<file path="config.mk">
export PLATFORM = sky130hd
export DESIGN_NAME = mhpq_cfg
export DESIGN_NICKNAME = d
export VERILOG_FILES = /design/src/rtl/mhpq_pkg.sv /design/src/rtl/mhpq_cfg.sv
export SDC_FILE = /design/constraint.sdc
export NUM_CORES = 1
export LEC_CHECK = 0
export ABC_AREA = 1
export BUFFER_PORTS_ARGS = -buffer_cell sky130_fd_sc_hd__buf_2
export CAP_MARGIN = 0
export CORE_AREA = 2 2 49 51
export CTS_CLUSTER_DIAMETER = 50
export DETAILED_ROUTE_END_ITERATION = 16
export DIE_AREA = 0 0 51 53
export PLACE_DENSITY = 0.76
export SLEW_MARGIN = 25
export SYNTH_ARGS = -nofsm -noshare
export SYNTH_HDL_FRONTEND = slang
export SYNTH_SLANG_ARGS = --single-unit
</file>
<file path="constraint.sdc">
create_clock -name clk_i -period 1 [get_ports clk_i]
set_clock_uncertainty 0.1 [all_clocks]
set_input_delay 0.05 -clock clk_i [delete_from_list [all_inputs] [get_ports clk_i]]
set_output_delay 0.05 -clock clk_i [all_outputs]
set_load 0.01 [all_outputs]
</file>
<file path="src/rtl/mhpq_pkg.sv">
// ----------------------------------------------------------------------------
// mhpq_pkg
// Shared types and constants for the binary min-heap priority queue.
// ----------------------------------------------------------------------------
package mhpq_pkg;

  localparam int DEPTH      = 256;
  localparam int KEY_BITS   = 32;
  localparam int TAG_BITS   = 9;
  localparam int ADDR_BITS  = $clog2(DEPTH);
  localparam int CNT_BITS   = $clog2(DEPTH + 1);
  localparam int CAP_BITS   = 9;
  localparam int CMP_BITS   = (CAP_BITS > CNT_BITS) ? CAP_BITS : CNT_BITS;
  localparam int PADDR_BITS = 3;
  localparam int PDATA_BITS = 32;

  // Register index carried in paddr[2].
  localparam logic REG_CAPACITY = 1'b0;

  localparam logic [CAP_BITS-1:0] CAPACITY_RESET = CAP_BITS'(256);

  localparam logic FUNC_INSERT  = 1'b0;
  localparam logic FUNC_EXTRACT = 1'b1;

  typedef enum logic [1:0] {
    ST_DONE  = 2'd0,
    ST_FULL  = 2'd1,
    ST_EMPTY = 2'd2
  } status_e;

  typedef struct packed {
    logic                func;
    logic [KEY_BITS-1:0] item_key;
    logic [TAG_BITS-1:0] item_tag;
  } in_t;

  typedef struct packed {
    status_e             status;
    logic [KEY_BITS-1:0] out_key;
    logic [TAG_BITS-1:0] out_tag;
    logic [CNT_BITS-1:0] count;
  } out_t;

  typedef struct packed {
    logic [KEY_BITS-1:0] key;
    logic [TAG_BITS-1:0] tag;
  } entry_t;

  typedef struct packed {
    logic                 we;
    logic [ADDR_BITS-1:0] waddr;
    entry_t               wdata;
    logic [ADDR_BITS-1:0] raddr_a;
    logic [ADDR_BITS-1:0] raddr_b;
  } mem_req_t;

endpackage

</file>
<file path="src/rtl/mhpq_cfg.sv">
// ----------------------------------------------------------------------------
// mhpq_cfg
// APB register block holding the capacity register.
// ----------------------------------------------------------------------------
module mhpq_cfg
  import mhpq_pkg::*;
(
  input  logic                  clk_i,
  input  logic                  rst_ni,
  input  logic                  psel,
  input  logic                  penable,
  input  logic                  pwrite,
  input  logic [PADDR_BITS-1:0] paddr,
  input  logic [PDATA_BITS-1:0] pwdata,
  output logic [PDATA_BITS-1:0] prdata,
  output logic                  pready,
  output logic [CAP_BITS-1:0]   capacity_o
);

  logic [CAP_BITS-1:0] capacity_q;
  logic                hit_cap;

  assign hit_cap = (paddr[2] == REG_CAPACITY);
  assign pready  = 1'b1;

  always_ff @(posedge clk_i or negedge rst_ni) begin
    if (!rst_ni) begin
      capacity_q <= CAPACITY_RESET;
    end else if (psel && penable && pwrite && hit_cap) begin
      capacity_q <= pwdata[CAP_BITS-1:0];
    end
  end

  assign prdata     = hit_cap ? PDATA_BITS'(capacity_q) : '0;
  assign capacity_o = capacity_q;

endmodule

</file>
# ---- After elaboration in Yosys (flattened, before gate mapping)
# Cells that the tools add are included.
dict set report classes {
  n_bitwise 1
  n_reduce_logical 3
  muxes 1
}
# operator n
set op_table {}
lappend op_table {{$mux 9} 1}
lappend op_table {{$logic_and 1x1->1} 3}
lappend op_table {{$not 1->1} 1}
dict set report totals {
  regBits 9
  out_inout_bits 42
  wordCells 6
  in_bits 40
}

# ---- Logic depth before layout (Yosys ltp)
# Gate-level depths: netlist (run 1).
dict set report logic_depth {
  word_depth 3
  depth_mapped 5
  mapped_depth_nobuf 5
}

# ---- Worst setup path before layout (run 1)
# OpenSTA, ideal clock, no wires.
dict set report synth_timing {
  kind {register to output}
  from {register capacity_q[8], in the netlist capacity_o[8]}
  to {output port prdata[8]}
  required_ns 0.850
  setup_slack_ns 0.107
  stages_incl_launch_ff 3
  path_buffers 0
  t_arrival_ns 0.743
  path_cell_list {dfstp_2 -> inv_1 -> nor2_1}
}
dict set report synth_via {
  elab_chain_cells 1
}
# item line
set synth_rtl {}
lappend synth_rtl {{start, declared} mhpq_cfg.sv:20} ;# logic [CAP_BITS-1:0] capacity_q;
lappend synth_rtl {{start signal, assigned} mhpq_cfg.sv:30} ;# capacity_q <= pwdata[CAP_BITS-1:0];
lappend synth_rtl {{$mux 9} mhpq_cfg.sv:34} ;# assign prdata = hit_cap ? PDATA_BITS'(capacity_q) : '0;
lappend synth_rtl {{end, declared} mhpq_cfg.sv:15} ;# output logic [PDATA_BITS-1:0] prdata,
# Every way passes these cells.

# ---- Worst setup path after layout (run 1)
# Ends and elaborated chain as after synthesis.

==> results of run 1 <==
## cell type report
| class | count | area (um^2) | share of cell area [%] |
|---|---|---|---|
| Multi-Input combinational cell | 63 | 271.5 | 29.05 |
| Tap cell | 28 | 35.03 | 3.748 |
| Sequential cell | 9 | 226.5 | 24.23 |
| Clock buffer | 4 | 26.28 | 2.811 |
| Timing Repair Buffer | 51 | 334.1 | 35.74 |
| Inverter | 11 | 41.29 | 4.418 |
## layout by cell type, fill, tap and decap left out
cell / instances
buf_2: 31
buf_6: 1
buf_4: 9
inv_1: 10
clkbuf_4: 3
dlygate4sd3_1: 10
nor2_8: 1
nand2_4: 1
conb_1: 24
clkbuf_1: 1
nor2_1: 9
dfrtp_1: 8
nand2_1: 19
nand3_1: 9
inv_2: 1
dfstp_2: 1
## power by group through the flow
| stage | combinational (mW) | clock (mW) | sequential (mW) |
|---|---|---|---|
| CTS | 0.461 | 0.294 | 0.485 |
| finish | 0.502 | 0.281 | 0.485 |
| floorplan | 0.253 | 0 | 0.525 |
| global placement | 0.375 | 0 | 0.492 |
| detailed placement | 0.383 | 0 | 0.495 |
| global route | 0.558 | 0.321 | 0.498 |
## layer usage
layer  up-vias  wire length, um
li1        312                -
met1       262              556
met2        31              781
met3         2              116
met4         0               11
met5         -                0
## critical path, stage by stage, from the launching register on
cell,delay [ps]
dfstp_2,530
inv_1,30
nor2_1,70
buf_2,130
## through the flow
step	setup WS, ps	utilization, %	hold slack, ps	std cells	setup TNS (ps)
after global routing	-208.5	43.51	72.45	166	-1181
after CTS	-171.4	42.11	55.48	162	-622.5
final	-163.1	43.51	62.73	166	-464.9
after detailed placement	96.43	34.89	-189.9	145	0
after global placement	109.0	34.89	-193.4	145	0
after floorplan	107.4	-	-345.6	108	0
## how the worst min path moves through the flow
stage               endpoint  depth (start not counted)
6_report       capacity_o[6]                          4
2_1_floorplan  capacity_o[0]                          0
4_1_cts        capacity_o[6]                          4
5_1_grt        capacity_o[2]                          4
3_3_place_gp   capacity_o[4]                          1
3_5_place_dp   capacity_o[4]                          1
## kinds of logic after synthesis
group	after synthesis
other	2
buffers and inverters	36
DFF	9
and+or+nand+nor	39
## what timing repair did
item | 4_1_cts | 5_1_grt
pin swaps | 4 | 2
hold buffers | 10 | 0
setup endpoints to repair | 10 | 11
setup buffers | 3 | 4
endpoints found under the hold margin | 18 | 0
resized for setup | 1 | 0
==> flow_summary_export.csv, run 1 <==
group,metric,value,unit
status,status,"finished, violations left",
status,violations,"negative setup slack",
logic_synthesis,yosys.area_share.simple,27.99,%
detailed_routing,detail-route-antenna-nets,0,
floorplan,core_area,0.002148,mm^2
hold_path,min_from,"paddr[2]",
pwr,powerDensity,1357,mW/mm^2
floorplan,pin_count,82,
finish,fin_area,934.6,um^2
pwr,switching_share,34.34,%
detailed_routing,drt-initial-drc-count,2,
sta,fmax,859.8,MHz
logic_synthesis,netlist_top_cells_count,"buf_4, nand2_1, inv_1",
pwr,p_seq_share,38.3,%
setup_path,cp-endpoint,"prdata[8]",
setup_path,cp_max_fo,2,
sta,rsz0062_at_grt,"true",
finish,area_delta_synth_final,44.21,%
grt,grt_max_degree,11,
finish,diodes,0,
clock_network,clkTransAtPathRegs,60,ps
logic_synthesis,synth_top_family_by_area,"buffers and inverters",
detailed_routing,drc,0,
finish,nNetsFinal,179,
logic_synthesis,synthMostInstantiatedCell,"buf_4",
setup_path,r2r_cells,4,
sta,period_needed,1163,ps
logic_synthesis,synth-compound-area-share,0,%
pwr,p_int,0.8329,mW
detailed_routing,routed_via_density,3.657,
pwr,p_leak,0.5942,nW
pwr,ir_drop,622.0,uV
finish,largest_register_ffs,9,
clock_network,ctsHtreeMaxLevel,1,
finish,drive_gt1_share,34.78,%
sta,hold_violations,0,
logic_synthesis,synth_edf_count,0,
pwr,power_frac_comb,39.6,%
detailed_routing,vias,607,
sta,finalMaxSlewViolations,0,
setup_path,required,850,ps
setup_path,start_kind,"flip-flop",
setup_path,timing_worst_setup_path_type,"reg -> out",
logic_synthesis,yosys.area.top_type_share,30.89,%
grt,grt_use_met1,10.98,%
hold_path,hp-class,"in -> reg",
logic_synthesis,avgSynthCellArea,7.536,um^2
setup_path,cp-startpoint,"capacity_o[8]",
sta,setup-violations-final,10,
grt,grt_pass1_vias,490,
place,portBuffers,32,
detailed_routing,totalWireLength,1465,um
logic_synthesis,synth_top_cell_by_area,"dfrtp_1",
logic_synthesis,syn_area,648.1,um^2
logic_synthesis,synth_seq_cells,9,
clock_network,clock_latency,260,ps
setup_path,reg2reg_slack,40,ps
grt,met2_usage,19.70,%
place,placed_area,749.5,um^2
logic_synthesis,synthMuxAreaShare,0,%
clock_network,cts_sinks,9,
detailed_routing,detailedRoute.firstPassIterationCount,4,
grt,busiest_layer,"met2",
floorplan,die_w,51,um
clock_network,cts_tree,"done",
setup_path,timing.rr.start,"capacity_o[4]",
logic_synthesis,syn_inst,86,
floorplan,dieArea,0.002703,mm^2
grt,grt_use_total,10.94,%
setup_path,worstSetupEndpointType,"output pin",
floorplan,start_util,30.17,%
place,hpwl,1078,um
pwr,netSwitchingPower,0.4357,mW
clock_network,cts_buffer_depth,2,
clock_network,cts_buffers,3,
logic_synthesis,synthDistinctLibCells,12,
logic_synthesis,synthTopCellsByArea,"dfrtp_1, buf_4, nand2_1, nand3_1, inv_1",
logic_synthesis,dominantRegCellSynth,"dfrtp_1",
grt,grt_pass1_wl,2111,um
floorplan,dieHeight,53,um
setup_path,cp.arrival,1010,ps
logic_synthesis,synthXorXnorAreaFrac,0,%
sta,fin_crit_sh,116.3,%
floorplan,rows,17,
grt,grt_overflow,0,
finish,nFillCells,235,
logic_synthesis,yosys_warnings,0,
grt,use_met3,4.237,%
flow_run,cap_violations,0,
grt,antenna_found_initial,0,
detailed_routing,routedWlPerCell,8.825,um
setup_path,r2r_end,"capacity_o[4]",
sta,setup_slack,-163.1,ps
logic_synthesis,ys_seq_area_share,34.94,%
clock_network,root_buffer,"clkbuf_4",
logic_synthesis,synth_fa_ha_area_share,0,%
place,gp_congestion,0.7074,
pwr,pwr-share-clk,22.2,%
pwr,power,1.269,mW
logic_synthesis,synthArstFlopShare,100.0,%
Note: power is estimated with default switching activity, not from simulation.
==> run 2, diff against run 1 <==
- CTS_CLUSTER_DIAMETER: 50 -> 60
- PLACE_DENSITY: 0.76 -> 0.83
==> run 2 against run 1 <==
Compared with the run above: worst setup slack worse by 2.6 ps; global-route usage is 0.98 points lower; total power is 1.4% higher; largest cell class unchanged; critical path depth stayed put; sequential share of layout area is 0.19 points lower; the run still ends with negative setup slack left; non-clock buffer count is 1 higher; clock-buffer cell count stayed put; design area is 0.80% higher.
==> flow_summary_export.csv, run 2 (synthesized netlist as in run 1, its figures left out) <==
group,metric,value,unit
status,status,"finished, violations left",
status,violations,"negative setup slack",
pwr,pwr-share-clk,22.0,%
sta,finalMaxSlewViolations,0,
floorplan,core_area,0.002148,mm^2
detailed_routing,drt-initial-drc-count,15,
place,portBuffers,32,
sta,setup_slack,-165.7,ps
finish,nFillCells,225,
sta,period_needed,1166,ps
setup_path,worstSetupEndpointType,"output pin",
setup_path,cp.arrival,1020,ps
clock_network,cts_sinks,9,
finish,layout_common_cells,"buf_2, conb_1, nand2_1, dlygate4sd3_1, buf_4",
clock_network,cts_buffer_depth,2,
pwr,powerDensity,1365,mW/mm^2
detailed_routing,routedWlPerCell,8.317,um
sta,setup-violations-final,10,
grt,grt_pass1_wl,1932,um
setup_path,start_kind,"flip-flop",
floorplan,start_util,30.17,%
finish,drive_gt1_share,35.97,%
pwr,power,1.286,mW
place,gp_congestion,0.6992,
finish,utilization,43.86,%
pwr,power_frac_comb,40.0,%
place,dp_worst_setup_slack,101.4,ps
floorplan,dieHeight,53,um
grt,antenna_found_initial,0,
sta,timing.hold.ws,26.54,ps
pwr,p_leak,0.5970,nW
clock_network,clock_latency,260,ps
floorplan,die_w,51,um
clock_network,cts_buffers,3,
pwr,ir_drop,576.7,uV
setup_path,cp_max_fo,2,
setup_path,timing_worst_setup_path_type,"reg -> out",
setup_path,required,850,ps
sta,fin_tns_setup,-577.8,ps
hold_path,hp-class,"in -> reg",
detailed_routing,detailedRoute.firstPassIterationCount,5,
place,hpwl,983.2,um
detailed_routing,routed_via_density,3.713,
detailed_routing,drc,0,
grt,grt_max_degree,11,
sta,fin_crit_sh,116.6,%
grt,grt_use_total,9.964,%
flow_run,cap_violations,0,
floorplan,rows,17,
grt,grt_pass1_vias,462,
clock_network,root_buffer,"clkbuf_4",
clock_network,clkTransAtPathRegs,60,ps
finish,final_common_cell,"buf_2",
finish,diodes,0,
detailed_routing,totalWireLength,1389,um
pwr,netSwitchingPower,0.4368,mW
finish,final_cell_count_no_fill,167,
clock_network,ctsHtreeMaxLevel,1,
floorplan,dieArea,0.002703,mm^2
place,place_inst,144,
floorplan,pin_count,82,
pwr,p_seq_share,37.9,%
detailed_routing,vias,620,
place,placed_area,742.0,um^2
detailed_routing,detail-route-antenna-nets,0,
finish,area_delta_synth_final,45.37,%
sta,rsz0062_at_grt,"true",
finish,largest_register_ffs,9,
clock_network,cts_tree,"done",
pwr,switching_share,33.95,%
finish,fin_area,942.2,um^2
sta,hold_violations,0,
sta,fmax,857.9,MHz
pwr,p_int,0.8497,mW
finish,nNetsFinal,180,
grt,grt_overflow,0,
run 2: final cells by class:
type                       instances  area (um^2)  area share, %
tap                               28        35.03          3.718
clock buffer                       4        26.28          2.789
timing repair buffer              52        341.6          36.26
inverter                          11        41.29          4.382
sequential                         9        226.5          24.04
multi-input combinational         63        271.5          28.82
run 2: power groups by stage:
| stage | Sequential (mW) | Combinational (mW) | Clock [mW] |
|---|---|---|---|
| 3_3_place_gp | 0.497 | 0.367 | 0 |
| 4_1_cts | 0.488 | 0.485 | 0.293 |
| 2_1_floorplan | 0.525 | 0.253 | 0 |
| 6_report | 0.488 | 0.515 | 0.284 |
| 3_5_place_dp | 0.498 | 0.373 | 0 |
| 5_1_grt | 0.496 | 0.570 | 0.315 |
run 2: worst paths after layout:
path                            depth (start not counted)  slack, ps     startpoint       endpoint
worst min-delay path                                    4         30       paddr[2]  capacity_o[8]
worst max register to register                          4         40  capacity_o[5]  capacity_o[5]
max in group asynchronous                               2        490         rst_ni  capacity_o[8]
min in group asynchronous                               2         70         rst_ni  capacity_o[4]
worst max-delay path                                    3       -170  capacity_o[8]      prdata[8]
worst min register to register                          2        410  capacity_o[3]  capacity_o[3]
run 2: routing by layer:
layer	wire length (um)	GRT usage [%]	vias to the layer above	part of all wire, %
met5	0	0	-	0
met2	696	16.45	43	50
met3	147	3.672	6	11
met4	9	5.405	0	0.65
li1	-	-	311	-
met1	536	11.11	260	39
run 2: what timing repair did:
action | 4_1_cts | 5_1_grt
endpoints found under the hold margin | 18 | 0
cloned | 0 | 0
pin swaps | 7 | 3
gates resized for setup | 2 | 0
endpoints found under the setup margin | 10 | 10
hold buffers | 10 | 0
buffers inserted | 6 | 3
run 2: critical path, cell delays in order, from the launching register on:
cell and delay [ps]:
dfstp_2 530, inv_2 30, nor2_1 70, buf_2 130
==> run 3, diff against run 2 <==
- CTS_BUF_LIST: unset -> sky130_fd_sc_hd__clkbuf_8
==> run 3 against run 2 <==
Compared with the run above: the flow still finishes with violations (negative setup slack); sequential cell count stayed put; total power is 8.4% higher; cell count is 1.2% lower; worst setup slack better by 33 ps; first-iteration DRC count is 47% lower; critical path type unchanged; largest cell class unchanged; largest power group unchanged; highest routed layer is now met3.
==> flow_summary_export.csv, run 3 (synthesized netlist as in run 1, its figures left out) <==
group,metric,value,unit
detailed_routing,routedWlPerCell,8.479,um
setup_path,slowest_stage,"dfstp_2",
flow_run,cap_violations,0,
clock_network,clock_latency,230,ps
setup_path,cp_max_fo,2,
status,violations,"negative setup slack",
sta,fmax,882.6,MHz
sta,rsz0062_at_grt,"true",
floorplan,pin_count,82,
floorplan,core_area,0.002148,mm^2
clock_network,clkTransAtPathRegs,50,ps
sta,finalMaxSlewViolations,0,
detailed_routing,drt-initial-drc-count,8,
setup_path,required,850,ps
place,place_inst,144,
hold_path,hp-class,"in -> reg",
setup_path,worstSetupEndpointType,"output pin",
place,portBuffers,32,
floorplan,start_util,30.17,%
grt,met2_usage,15.37,%
clock_network,cts_tree,"done",
clock_network,cts_buffer_depth,2,
place,hpwl,983.2,um
clock_network,root_buffer,"clkbuf_8",
finish,area_delta_synth_final,45.95,%
pwr,power,1.395,mW
setup_path,timing_worst_setup_path_type,"reg -> out",
detailed_routing,totalWireLength,1399,um
sta,fin_tns_setup,-268.8,ps
detailed_routing,detail-route-antenna-nets,0,
detailed_routing,routed_via_density,3.685,
finish,nFillCells,228,
detailed_routing,drc,0,
finish,final_common_cell,"buf_2",
floorplan,dieArea,0.002703,mm^2
pwr,p_leak,0.5999,nW
grt,grt_max_degree,11,
detailed_routing,detailedRoute.firstPassIterationCount,4,
grt,busiest_layer,"met2",
setup_path,path_cells,"inv_2 -> nor2_1 -> buf_2",
finish,drive_gt1_share,35.04,%
floorplan,rows,17,
floorplan,die_w,51,um
clock_network,ctsHtreeMaxLevel,1,
detailed_routing,vias,608,
setup_path,cp.arrival,980,ps
setup_path,r2r_cells,3,
clock_network,cts_buffers,3,
grt,grt_overflow,0,
sta,fin_crit_sh,113.3,%
grt,use_met3,2.825,%
finish,utilization,44.03,%
place,gp_congestion,0.6992,
grt,grt_use_total,9.486,%
finish,nNetsFinal,178,
finish,diodes,0,
finish,seq_area,226.5,um^2
clock_network,cts_sinks,9,
finish,layout_common_cells,"buf_2, conb_1, nand2_1, inv_1, dlygate4sd3_1",
sta,setup-violations-final,5,
grt,grt_use_met1,11.13,%
pwr,powerDensity,1475,mW/mm^2
setup_path,start_kind,"flip-flop",
hold_path,whs_path_depth,4,
status,status,"finished, violations left",
setup_path,cpPeakStageDelay,530,ps
sta,setup_slack,-133.0,ps
grt,grt_pass1_vias,439,
sta,period_needed,1133,ps
finish,largest_register_ffs,9,
grt,antenna_found_initial,0,
finish,final_cell_count_no_fill,165,
floorplan,dieHeight,53,um
finish,multi_input_area,271.5,um^2
grt,grt_pass1_wl,1849,um
sta,hold_violations,0,
pwr,ir_drop,605.5,uV
-- run 3: final cells by class --
class	instances	share of cell area [%]
multi-input cells	63	28.70
clock inverters	1	0.3968
flip-flops and latches	9	23.94
clock buffers	3	4.365
inverters	11	4.365
well taps	28	3.704
repair buffers	50	34.52
-- run 3: worst paths after layout --
path	endpoint	slack, ps	from
max in group asynchronous	capacity_o[8]	450	rst_ni
max reg2reg	capacity_o[8]	110	capacity_o[8]
min	capacity_o[8]	50	paddr[2]
min reg2reg	capacity_o[2]	400	capacity_o[2]
min in group asynchronous	capacity_o[7]	100	rst_ni
max	prdata[8]	-130	capacity_o[8]
-- run 3: layer usage --
metal / up-vias / part of all wire (%)
li1: 308 / -
met1: 269 / 40
met2: 31 / 51
met3: 0 / 8.6
met4: 0 / 0
met5: - / 0
-- run 3: what timing repair did --
item                                    in CTS  in global routing
gates resized for setup                      2                  0
setup buffers                                2                  5
hold buffers                                10                  0
pin swaps                                    2                  4
hold endpoints to repair                    18                  0
endpoints found under the setup margin       4                  9
-- run 3: through the flow --
step	area (um^2)	worst slack, ps	hold WS, ps
after global placement	742.0	96.36	-190.6
final	945.9	-133.0	54.75
after global routing	945.9	-167.4	79.51
after floorplan	730.7	107.4	-345.6
after detailed placement	742.0	101.4	-186.4
after CTS	908.4	-148.3	57.33
-- run 3: where the power goes --
group / switching (mW) / internal (mW) / leakage [nW]
Sequential: 0.0507 / 0.440 / 0.111
Clock: 0.144 / 0.267 / 0.0269
Combinational: 0.254 / 0.239 / 0.462
-- run 3: worst max-delay path, delay by kind of cell, from the launching register on --
| family | cells | cell delay [ps] |
|---|---|---|
| DFF | 1 | 530 |
| buffers and inverters | 2 | 160 |
| and+or+nand+nor | 1 | 70 |
