[config.mk]
export PLATFORM = sky130hd
export DESIGN_NAME = mhpq_ctrl
export DESIGN_NICKNAME = d
export VERILOG_FILES = /design/src/rtl/mhpq_pkg.sv /design/src/rtl/mhpq_ctrl.sv
export SDC_FILE = /design/constraint.sdc
export NUM_CORES = 1
export LEC_CHECK = 0
export BUFFER_PORTS_ARGS = -buffer_cell sky130_fd_sc_hd__buf_2
export CORE_ASPECT_RATIO = 0.5
export CORE_MARGIN = 5
export CORE_UTILIZATION = 45
export DETAILED_ROUTE_END_ITERATION = 10
export HOLD_SLACK_MARGIN = 0.1
export PLACE_DENSITY = 0.77
export SLEW_MARGIN = 0
export SYNTH_ARGS = -nofsm -noshare
export SYNTH_HDL_FRONTEND = slang
export SYNTH_SLANG_ARGS = --single-unit
[constraint.sdc]
create_clock -name clk_i -period 11.9 [get_ports clk_i]
set_input_delay 1.19 -clock clk_i [delete_from_list [all_inputs] [get_ports clk_i]]
set_output_delay 1.19 -clock clk_i [all_outputs]
set_load 0.02 [all_outputs]
[src/rtl/mhpq_pkg.sv]
// ----------------------------------------------------------------------------
// mhpq_pkg
// Shared types and constants for the binary min-heap priority queue.
// ----------------------------------------------------------------------------
package mhpq_pkg;

  localparam int DEPTH      = 256;
  localparam int KEY_BITS   = 32;
  localparam int TAG_BITS   = 9;
  localparam int ADDR_BITS  = $clog2(DEPTH);
  localparam int CNT_BITS   = $clog2(DEPTH + 1);
  localparam int CAP_BITS   = 9;
  localparam int CMP_BITS   = (CAP_BITS > CNT_BITS) ? CAP_BITS : CNT_BITS;
  localparam int PADDR_BITS = 3;
  localparam int PDATA_BITS = 32;

  // Register index carried in paddr[2].
  localparam logic REG_CAPACITY = 1'b0;

  localparam logic [CAP_BITS-1:0] CAPACITY_RESET = CAP_BITS'(256);

  localparam logic FUNC_INSERT  = 1'b0;
  localparam logic FUNC_EXTRACT = 1'b1;

  typedef enum logic [1:0] {
    ST_DONE  = 2'd0,
    ST_FULL  = 2'd1,
    ST_EMPTY = 2'd2
  } status_e;

  typedef struct packed {
    logic                func;
    logic [KEY_BITS-1:0] item_key;
    logic [TAG_BITS-1:0] item_tag;
  } in_t;

  typedef struct packed {
    status_e             status;
    logic [KEY_BITS-1:0] out_key;
    logic [TAG_BITS-1:0] out_tag;
    logic [CNT_BITS-1:0] count;
  } out_t;

  typedef struct packed {
    logic [KEY_BITS-1:0] key;
    logic [TAG_BITS-1:0] tag;
  } entry_t;

  typedef struct packed {
    logic                 we;
    logic [ADDR_BITS-1:0] waddr;
    entry_t               wdata;
    logic [ADDR_BITS-1:0] raddr_a;
    logic [ADDR_BITS-1:0] raddr_b;
  } mem_req_t;

endpackage

[src/rtl/mhpq_ctrl.sv]
// ----------------------------------------------------------------------------
// mhpq_ctrl
// Operation sequencer: sifts a held entry up or down through the heap memory
// by moving a hole, one level per read state followed by a compare/write state.
// ----------------------------------------------------------------------------
module mhpq_ctrl
  import mhpq_pkg::*;
(
  input  logic                clk_i,
  input  logic                rst_ni,
  input  logic                in_valid_i,
  output logic                in_ready_o,
  input  in_t                 in_data_i,
  output logic                out_valid_o,
  input  logic                out_ready_i,
  output out_t                out_data_o,
  input  logic [CAP_BITS-1:0] capacity_i,
  output mem_req_t            mem_req_o,
  input  entry_t              rdata_a_i,
  input  entry_t              rdata_b_i
);

  typedef enum logic [7:0] {
    S_IDLE    = 8'b0000_0001,
    S_UP_RD   = 8'b0000_0010,
    S_UP_CMP  = 8'b0000_0100,
    S_EX_LOAD = 8'b0000_1000,
    S_DN_RD   = 8'b0001_0000,
    S_DN_CMP  = 8'b0010_0000,
    S_FINISH  = 8'b0100_0000
  } state_e;

  localparam int LW = CNT_BITS + 1;

  state_e               state_q, state_d;
  logic [CNT_BITS-1:0]  cnt_q, cnt_d;
  logic                 out_valid_q, out_valid_d;
  logic [ADDR_BITS-1:0] pos_q, pos_d;
  entry_t               x_q, x_d;
  out_t                 res_q, res_d;
  out_t                 out_q, out_d;
  logic                 r_ok_q, r_ok_d;

  logic                 accept;
  logic [CMP_BITS-1:0]  cap_eff;
  logic                 full;
  logic [ADDR_BITS-1:0] parent;
  logic [LW-1:0]        l_w;
  logic [LW-1:0]        r_w;
  logic [ADDR_BITS-1:0] l_a;
  logic [ADDR_BITS-1:0] r_a;
  logic                 pick_r;
  entry_t               pick;
  logic [ADDR_BITS-1:0] pick_a;

  assign in_ready_o = (state_q == S_IDLE);
  assign accept     = in_valid_i && in_ready_o;

  assign cap_eff = (CMP_BITS'(capacity_i) > CMP_BITS'(DEPTH)) ? CMP_BITS'(DEPTH)
                                                              : CMP_BITS'(capacity_i);
  assign full    = (CMP_BITS'(cnt_q) >= cap_eff);

  assign parent = (pos_q - ADDR_BITS'(1)) >> 1;
  assign l_w    = LW'({pos_q, 1'b1});
  assign r_w    = l_w + LW'(1);
  assign l_a    = l_w[ADDR_BITS-1:0];
  assign r_a    = r_w[ADDR_BITS-1:0];

  // On equal child keys the left child wins.
  assign pick_r = r_ok_q && (rdata_b_i.key < rdata_a_i.key);
  assign pick   = pick_r ? rdata_b_i : rdata_a_i;
  assign pick_a = pick_r ? r_a : l_a;

  always_comb begin
    state_d     = state_q;
    cnt_d       = cnt_q;
    pos_d       = pos_q;
    x_d         = x_q;
    res_d       = res_q;
    out_d       = out_q;
    r_ok_d      = r_ok_q;
    out_valid_d = out_valid_q;
    mem_req_o   = '0;

    if (out_valid_q && out_ready_i) begin
      out_valid_d = 1'b0;
    end

    case (state_q)
      S_IDLE: begin
        // The root and last slot are read at accept for an extract.
        mem_req_o.raddr_a = '0;
        mem_req_o.raddr_b = ADDR_BITS'(cnt_q - CNT_BITS'(1));
        if (accept) begin
          res_d = '0;
          if (in_data_i.func == FUNC_INSERT) begin
            if (full) begin
              res_d.status = ST_FULL;
              res_d.count  = cnt_q;
              state_d      = S_FINISH;
            end else begin
              x_d.key      = in_data_i.item_key;
              x_d.tag      = in_data_i.item_tag;
              pos_d        = ADDR_BITS'(cnt_q);
              cnt_d        = cnt_q + CNT_BITS'(1);
              res_d.status = ST_DONE;
              res_d.count  = cnt_q + CNT_BITS'(1);
              state_d      = S_UP_RD;
            end
          end else begin
            if (cnt_q == '0) begin
              res_d.status = ST_EMPTY;
              state_d      = S_FINISH;
            end else begin
              cnt_d        = cnt_q - CNT_BITS'(1);
              res_d.status = ST_DONE;
              res_d.count  = cnt_q - CNT_BITS'(1);
              state_d      = S_EX_LOAD;
            end
          end
        end
      end

      S_UP_RD: begin
        if (pos_q == '0) begin
          mem_req_o.we    = 1'b1;
          mem_req_o.waddr = pos_q;
          mem_req_o.wdata = x_q;
          state_d         = S_FINISH;
        end else begin
          mem_req_o.raddr_a = parent;
          state_d           = S_UP_CMP;
        end
      end

      S_UP_CMP: begin
        mem_req_o.we    = 1'b1;
        mem_req_o.waddr = pos_q;
        if (x_q.key < rdata_a_i.key) begin
          mem_req_o.wdata = rdata_a_i;
          pos_d           = parent;
          state_d         = S_UP_RD;
        end else begin
          mem_req_o.wdata = x_q;
          state_d         = S_FINISH;
        end
      end

      S_EX_LOAD: begin
        res_d.out_key = rdata_a_i.key;
        res_d.out_tag = rdata_a_i.tag;
        x_d           = rdata_b_i;
        pos_d         = '0;
        state_d       = S_DN_RD;
      end

      S_DN_RD: begin
        if (l_w >= LW'(cnt_q)) begin
          mem_req_o.we    = 1'b1;
          mem_req_o.waddr = pos_q;
          mem_req_o.wdata = x_q;
          state_d         = S_FINISH;
        end else begin
          mem_req_o.raddr_a = l_a;
          mem_req_o.raddr_b = r_a;
          r_ok_d            = (r_w < LW'(cnt_q));
          state_d           = S_DN_CMP;
        end
      end

      S_DN_CMP: begin
        mem_req_o.we    = 1'b1;
        mem_req_o.waddr = pos_q;
        if (pick.key < x_q.key) begin
          mem_req_o.wdata = pick;
          pos_d           = pick_a;
          state_d         = S_DN_RD;
        end else begin
          mem_req_o.wdata = x_q;
          state_d         = S_FINISH;
        end
      end

      S_FINISH: begin
        if (!out_valid_q || out_ready_i) begin
          out_d       = res_q;
          out_valid_d = 1'b1;
          state_d     = S_IDLE;
        end
      end

      default: begin
        state_d = S_IDLE;
      end
    endcase
  end

  always_ff @(posedge clk_i or negedge rst_ni) begin
    if (!rst_ni) begin
      state_q     <= S_IDLE;
      cnt_q       <= '0;
      out_valid_q <= 1'b0;
    end else begin
      state_q     <= state_d;
      cnt_q       <= cnt_d;
      out_valid_q <= out_valid_d;
    end
  end

  always_ff @(posedge clk_i) begin
    pos_q  <= pos_d;
    x_q    <= x_d;
    res_q  <= res_d;
    out_q  <= out_d;
    r_ok_q <= r_ok_d;
  end

  assign out_valid_o = out_valid_q;
  assign out_data_o  = out_q;

endmodule

* Yosys cells after proc, flatten, opt, wreduce, memory -nomap -nowiden *
Index checks and enable logic that the tools add are counted.

operators by class
  $add $sub $neg = 4
  multipliers = 0
  divide/modulo/power cells = 0
  magnitude comparators = 7
  eq/ne operators = 14
  shift operators = 0
  mux-type cells = 45
  bitwise logic cells = 1
  reductions and logical operators = 17

operator list
  kind                                              number
  two-way mux 41 bit                                6
  case mux 50 bit (4 select lines)                  1
  case mux 41 bit (2 select lines)                  2
  two-way mux 50 bit                                3
  less-than comparator 32 bit                       3
  two-way mux 8 bit                                 9
  case mux 8 bit (7 select lines)                   1
  two-way mux 9 bit                                 6
  two-way mux 7 bit                                 7
  case mux 8 bit (2 select lines)                   2
  case mux 8 bit (4 select lines)                   1
  >= comparator 9 bit                               2
  two-way mux 16 bit                                1
  inequality test 2 bit, second input constant      6
  adder 9 x 1 -> 10 bit, second input constant      1
  less-than comparator 10 x 9 -> 1 bit              1
  AND reduction 2 bit                               5
  adder 9 x 1 -> 9 bit, second input constant       1
  > comparator 9 bit, second input constant         1
  zero test 9 bit                                   1
  subtractor 9 x 1 -> 9 bit, second input constant  1
  == test 8 x 1 -> 1 bit, second input constant     1
  == test 8 x 2 -> 1 bit, second input constant     1
  == test 8 x 3 -> 1 bit, second input constant     1
  18 further kinds                                  24

word-level totals
  bits in registers = 172
  latch bits = 0
  memory bits (writable) = 0
  bits in read-only memories = 0
  input port bits = 137
  output and inout port bits = 120
  word-level logic and storage cells = 103
  memories = 0

* Logic depth before layout (Yosys ltp) *
Gate-level depths: netlist of the first run.

  depth in word-level cells = 7
  depth in mapped cells = 20
  gate-level depth less buffers = 17

* Worst setup path after synthesis of the first run *
No wires, ideal clock.

  path kind = input to output
  start = in rdata_a_i[40] (netlist name)
  end = out mem_req_o[34] (netlist name)
  data arrival time = 5520 ps
  data required time = 10710 ps
  setup slack = 5190 ps
  stages on the path = 20
  buffers on the path = 3
  cell sequence = inv_1 ha_1 nand4_1 nor4_1 nand4_1 a21oi_1 or2_2 buf_2 buf_2 mux2_2 ha_1 a2111oi_0 o21ai_0 o22ai_1 o211ai_1 nor2_1 o21ai_2 a2111oi_4 buf_6 o21ai_0

RTL lines
  what                line             text
  start: declaration  mhpq_ctrl.sv:19  input entry_t rdata_a_i,
  end: declaration    mhpq_ctrl.sv:18  output mem_req_t mem_req_o,

==> results of run 1 <==
==> critical path: cells and delay by family <==
| kind | cells | cell delay, ns |
|---|---|---|
| multiplexers | 1 | 0.43 |
| buffers and inverters | 3 | 0.41 |
| AO/OA/AOI/OAI | 8 | 2.59 |
| adder cells (fa/ha/maj) | 2 | 0.61 |
| AND/OR/NAND/NOR | 5 | 1.98 |
==> final timing paths <==
path | from | to | cells past startpoint
max | rdata_a_i[40] | mem_req_o[30] | 19
min | res_q[35] | out_data_o[35] | 0
max reg2reg | r_ok_q | state_q[4] | 12
min reg2reg | res_q[35] | out_data_o[35] | 0
max in group asynchronous | rst_ni | state_q[0] | 1
min in group asynchronous | rst_ni | cnt_q[3] | 1
==> final cells by class <==
type | count | area share
timing repair buffer | 266 | 0.0996
tap | 344 | 0.0316
multi-input combinational | 741 | 0.426
clock buffer | 19 | 0.0318
antenna | 1 | 0.000184
clock inverter | 13 | 0.0121
sequential | 171 | 0.371
inverter | 102 | 0.0281
==> Yosys cell counts, types with 3 or more instances <==
master     number  area (um^2)
edfxtp_1      154         4620
ha_1          123         1540
inv_1         101          379
mux2_2         74          833
o21ai_0        61          305
nand2_1        57          214
and2_1         46          288
a21oi_1        40          200
nor2_1         40          150
clkbuf_1       34          128
a22oi_1        33          248
xnor2_1        22          193
nand3_1        19         95.1
dfrtp_1        16          400
nand4_1        16          100
nand2b_1       13         81.3
nor2b_1        13         81.3
nor3_1         13         65.1
nor4_1         12         75.1
o21a_1         12         90.1
a32oi_1        11         96.3
o21ai_2        11         96.3
xor2_1         10         87.6
a21o_1          9         67.6
o22ai_1         8         50.1
o221ai_1        7         61.3
a221oi_1        6         52.6
nand3b_1        6         45.0
o2bb2ai_1       6         52.6
a211oi_1        5         37.5
a22o_1          5         43.8
a31oi_1         5         31.3
o211ai_1        5         37.5
or2_2           5         31.3
and4_1          4         35.0
buf_6           4         45.0
o21ai_1         4         20.0
a2111oi_0       3         26.3
a211o_1         3         26.3
a21boi_0        3         22.5
a221o_1         3         30.0
o2111ai_1       3         26.3
or3_1           3         18.8
==> flip-flops by register name, indices dropped and copies added (netlist names) <==
signal and cells:
r_ok_q 1, res_q 52, cnt_q 9, x_q 41, state_q 7, out_data_o 52, pos_q 8, out_valid_o 1
==> cells by family after synthesis <==
family	after synthesis	share of synthesized area
flip-flops	171	0.443
multiplexers	75	0.0740
XOR/XNOR	32	0.0246
AO/OA/AOI/OAI	257	0.156
adder cells (fa/ha/maj)	123	0.135
AND/OR/NAND/NOR	254	0.117
buffers and inverters	144	0.0503
==> placed cells by master (no fill, tap or decap), types with 11 or more instances in the layout <==
cell type,Yosys,routed
nor2_1,40,39
and2_1,46,46
nand2_1,57,57
a22oi_1,33,33
inv_1,101,101
o21a_1,12,12
nand4_1,16,16
ha_1,123,123
nand2b_1,13,12
mux2_2,74,74
clkbuf_16,0,17
nor4_1,12,11
a21oi_1,40,40
dfrtp_1,16,16
edfxtp_1,154,154
o21ai_0,61,61
o21ai_2,11,11
buf_2,2,256
a32oi_1,11,11
nor3_1,13,13
nor2b_1,13,12
xnor2_1,22,22
nand3_1,19,19
==> metal layers <==
layer,vias to the layer above,wire length [um]
met5,-,0
met4,0,879
met3,78,2050
met2,418,16800
met1,4693,14800
li1,4422,-
==> stage by stage <==
stage	instances	utilization
after floorplan	1056	-
after global placement	1624	0.519
after detailed placement	1624	0.519
after CTS	1656	0.543
after global routing	1657	0.543
final	1657	0.543
==> power groups by stage <==
stage               logic, mW  clock network [mW]  registers, mW
floorplan               0.522                   0          0.904
global placement        0.734                   0          0.935
detailed placement      0.750                   0          0.942
CTS                     0.755               0.588          0.930
global route            0.838               0.618          0.945
finish                  0.757               0.579          0.933
==> qor.yml, run 1 <==
outcome: "complete, no violations"
clock_tree.buffer_depth: 2
seq_area_mm2: 0.00505
seqPwrFrac: 0.411
via_per_inst: 5.80
power.share.switching: 0.358
areaGrowthSynthToFinish_pct: 19.5
total_switching_power_uw: 813
maxSlewHeadroom: 0.298
path_class: "in -> out"
power_density_mw_per_mm2: 167
layout_worst_path_cycle_share: 0.708
port-buffer-count: 256
synth_flop_cell: "edfxtp_1"
design.final.nets: 1559
dieArea_mm2: 0.0288
initialDrtViolationCount: 917
routed-via-count: 9611
grt.met1_usage: 0.301
synth.avg_cell_area_um2: 10.8
clk-insertion-delay-late_ns: 0.45
cts-root-buf: "clkbuf_16"
cts_post_setup_buffers_inserted: 0
finalSetupTns_ns: 0
finalClockSkew_ns: 0.0143
critical_path.slowest_cell: "o41a_2"
sort_of_element_at_the_end_of_the_critical_path: "primary output"
synth_enable_flop_cells: 154
via_count_of_the_first_global_routing_pass: 9634
initial_antenna_violation_count: 1
detailed_place.area_mm2: 0.0130
grt.total_usage: 0.233
vdd_drop_max_mv: 0.0842
power.total_mw: 2.27
grt_first_pass_wirelength_mm: 53.0
initial_utilization: 0.454
critPathLaunchType: "input port"
gr-usage-met2: 0.394
max_slew.worst_pin.slew_ns: 1.05
post-route-drc-count: 0
finalInstanceArea_mm2: 0.0136
dp.final_hpwl_mm: 26.3
drt-wirelength-per-cell_um: 20.9
critical_path_peak_fanout: 41
synth_sequential_area_ratio: 0.443
yosysWarningCount: 0
comb_power_share: 0.334
timing.fmax_mhz: 119
reg2reg_slack_ns: 7.16
cts_buffers: 17
grtUsageMet3: 0.0575
cp.required_ns: 10.71
clock-sinks: 171
max_cap_violations: 0
cpPeakStageDelay_ns: 0.87
design.core.area_mm2: 0.0251
fillers: 2211
hold_violations: 0
grt-ovfl-total: 0
synth_seq_cells: 171
final.min_clock_period_ns: 8.43
global_route.peak_usage_layer: "met2"
yosys.cell_types.count: 66
postCtsResizedCells: 0
ctsHoldBuffers: 0
synth.cell_area_mm2: 0.0114
multi_input_combinational_cell_area_mm2: 0.00580
timing.hold.ws_ns: 0.419
clock_tree_from_tritoncts: "done"
routed_wl_mm: 34.6
postSynthCellCount: 1056
gp_congestion: 0.963
finalSetupViolations: 0
grt_max_degree: 54
slew_violations: 0
cell_internal_power_dissipation_mw: 1.46
share_clk_of_total_power: 0.255
clk_pin_slew_ns: 0.06
worstPathArrival_ns: 7.24
die_width_um: 235
drtPass1Iterations: 8
min_path_type: "reg -> reg"
synth.net_count: 1316
rows: 41
chipHeight_um: 123
share_of_cells_above_drive_strength_1: 0.303
crit_chain: "buf_2 > inv_1 > ha_1 > nand4_1 > nor4_1 > nand4_1 > a21oi_1 > or2_2 > mux2_2 > ha_1 > a2111oi_0 > o21ai_0 > o22ai_1 > o211ai_1 > nor3_1 > o41a_2 > a22oi_1 > o21ai_1 > buf_2"
preCtsSetupSlack_ns: 3.50
htreeDepth: 4
rsz_0062_raised_after_global_routing: "false"
ys_async_sr_fraction: 0.0994
ant_nets: 0
setup_ws_ns: 3.47
ios: 257
p_leak_nw: 5.94
Note: power is estimated with default switching activity, not from simulation.
==> inputs of run 2 (changes only) <==
Settings changed: PLACE_DENSITY 0.77 to 0.8.
Clock period 11.9 ns to 7 ns, I/O delays scaled along.
==> run 2 against run 1 <==
Clock power grew 55%. Cell count is the same. Global-route usage shrank 0.40 points. Non-clock buffer count grew 1. Count of clock-buffer cells in the layout grew 1. Wire length shrank 1.2%. Via count shrank 0.36%. Sequential power grew 69%. Hold slack lost 0.24 ns. Combinational power grew 72%.
==> qor.yml, run 2 (same netlist as run 1, synthesis figures left out) <==
outcome: "complete, no violations"
most_frequent_cells_in_the_layout: "buf_2, edfxtp_1, ha_1"
gp_congestion: 0.952  # -1.2%
layout_worst_path_cycle_share: 0.961
grt_first_pass_wirelength_mm: 51.9  # -2.1%
grt.total_usage: 0.229  # -0.00405
cpPeakStageDelay_ns: 0.49  # -0.38 ns
post-route-drc-count: 0  # unchanged
initialDrtViolationCount: 967  # +5.5%
clock_tree_from_tritoncts: "done"
via_per_inst: 5.78  # -0.36%
critPathLaunchType: "input port"
ant_nets: 0  # unchanged
min_path_type: "in -> async"
cp.required_ns: 6.30  # -4.41 ns
initial_utilization: 0.454  # unchanged
hold_violations: 0  # unchanged
max_slew.worst_pin.slew_ns: 1.33  # +0.277 ns
finalSetupViolations: 0  # unchanged
finalSetupTns_ns: 0  # unchanged
vdd_drop_max_mv: 0.197  # +130%
mostFrequentLayoutCell: "buf_2"
clock-sinks: 171  # unchanged
multi_input_combinational_cell_area_mm2: 0.00581  # +0.19%
routed_wl_mm: 34.2  # -1.2%
drt-wirelength-per-cell_um: 20.6  # -1.2%
initial_antenna_violation_count: 2  # +1
path_class: "in -> out"
cell_internal_power_dissipation_mw: 2.38  # +63%
finalClockSkew_ns: 0.0111  # -0.00323 ns
port-buffer-count: 256  # unchanged
design.final.nets: 1560  # +0.064%
clk-insertion-delay-late_ns: 0.46  # about the same
drtPass1Iterations: 6  # -2
fillers: 2144  # -3.0%
worstPathArrival_ns: 6.03  # -1.21 ns
power_density_mw_per_mm2: 278  # +67%
clk_pin_slew_ns: 0.06  # about the same
grt-ovfl-total: 0  # unchanged
critical_path.slowest_cell: "nor3_1"
cts_post_setup_buffers_inserted: 0  # unchanged
dieArea_mm2: 0.0288  # unchanged
seqPwrFrac: 0.419  # +0.008
areaGrowthSynthToFinish_pct: 19.1
ios: 257  # unchanged
power.share.switching: 0.371  # +0.0128
maxSlewHeadroom: 0.113  # -0.185
routed-via-count: 9576  # -0.36%
die_width_um: 235  # unchanged
rows: 41  # unchanged
critical_path_peak_fanout: 22  # -46%
clock_tree.buffer_depth: 2  # unchanged
chipHeight_um: 123  # unchanged
slew_violations: 0  # unchanged
critical_path.most_common_cell: "nand4_1"
design.core.area_mm2: 0.0251  # unchanged
total_switching_power_mw: 1.40  # +73%
p_leak_nw: 5.91  # -0.55%
timing.hold.ws_ns: 0.179  # -0.240 ns
cts_buffers: 17  # unchanged
via_count_of_the_first_global_routing_pass: 9541  # -0.97%
rsz_0062_raised_after_global_routing: "false"
number_of_inserted_diodes: 0  # -1
max_cap_violations: 0  # unchanged
timing.fmax_mhz: 149
cts-root-buf: "clkbuf_16"
final.min_clock_period_ns: 6.73
dp.final_hpwl_mm: 26.0  # -1.3%
crit_chain: "buf_2 > inv_1 > ha_1 > nand4_1 > nor4_1 > nand4_1 > a21oi_1 > or2_4 > mux2_2 > ha_1 > nand4_1 > nor3_1 > o211ai_1 > nor2_1 > o41ai_2 > o21ai_2 > a2111oi_4 > buf_4 > o21ai_0 > buf_2"
grt_max_degree: 84  # +56%
seq_area_mm2: 0.00505  # unchanged
comb_power_share: 0.343  # +0.009
share_clk_of_total_power: 0.238  # -0.017
htreeDepth: 4  # unchanged
sort_of_element_at_the_end_of_the_critical_path: "primary output"
share_of_cells_above_drive_strength_1: 0.304  # +0.000531
==> run 2: per-stage QoR <==
step,instances,setup slack [ns],util,instance area [um^2],power (mW)
floorplan,1056,1.27,-,11400,2.42
global placement,1625,0.475,0.519,13000,2.82
detailed placement,1625,0.220,0.519,13000,2.88
CTS,1657,0.182,0.541,13600,3.78
global route,1657,0.0541,0.541,13600,3.99
finish,1657,0.275,0.541,13600,3.78
==> run 2: what timing repair did <==
action                                  4_1_cts  5_1_grt
endpoints found under the setup margin        0       40
gates resized for setup                       0        2
hold buffers                                  0        0
==> run 2: final cells by class <==
cell class              count  area share
flip-flops and latches    171       0.372
multi-input cells         741       0.428
repair buffers            267       0.100
well taps                 344      0.0317
clock buffers              20      0.0329
clock inverters            12     0.00682
inverters                 102      0.0282
==> run 2: final timing paths <==
check,slack [ns],startpoint,to,cells past startpoint
worst max register to register,2.73,r_ok_q,state_q[6],14
min in group clk_i,0.41,res_q[3],out_data_o[3],0
max in group asynchronous,6.48,rst_ni,state_q[0],1
worst max-delay path,0.27,rdata_a_i[39],mem_req_o[52],20
worst min register to register,0.41,res_q[3],out_data_o[3],0
worst min-delay path,0.18,rst_ni,cnt_q[7],1
==> run 2: worst max-delay path, delay by kind of cell <==
| kind | cells | cell delay, ns |
|---|---|---|
| buffers and inverters | 4 | 0.68 |
| adder cells (fa/ha/maj) | 2 | 0.63 |
| AO/OA/AOI/OAI | 6 | 1.53 |
| AND/OR/NAND/NOR | 7 | 2.05 |
| multiplexers | 1 | 0.39 |
==> run 2: power by group through the flow <==
stage | clock (mW) | sequential, mW | combinational [mW]
6_report | 0.899 | 1.58 | 1.30
5_1_grt | 0.952 | 1.61 | 1.43
4_1_cts | 0.910 | 1.58 | 1.29
3_5_place_dp | 0 | 1.60 | 1.28
3_3_place_gp | 0 | 1.59 | 1.23
2_1_floorplan | 0 | 1.54 | 0.887
==> run 2: metal layers <==
layer,wire length (um),global-route usage
met1,14300,0.287
met2,16700,0.393
met3,2050,0.0528
met4,1080,0.0882
met5,25,0
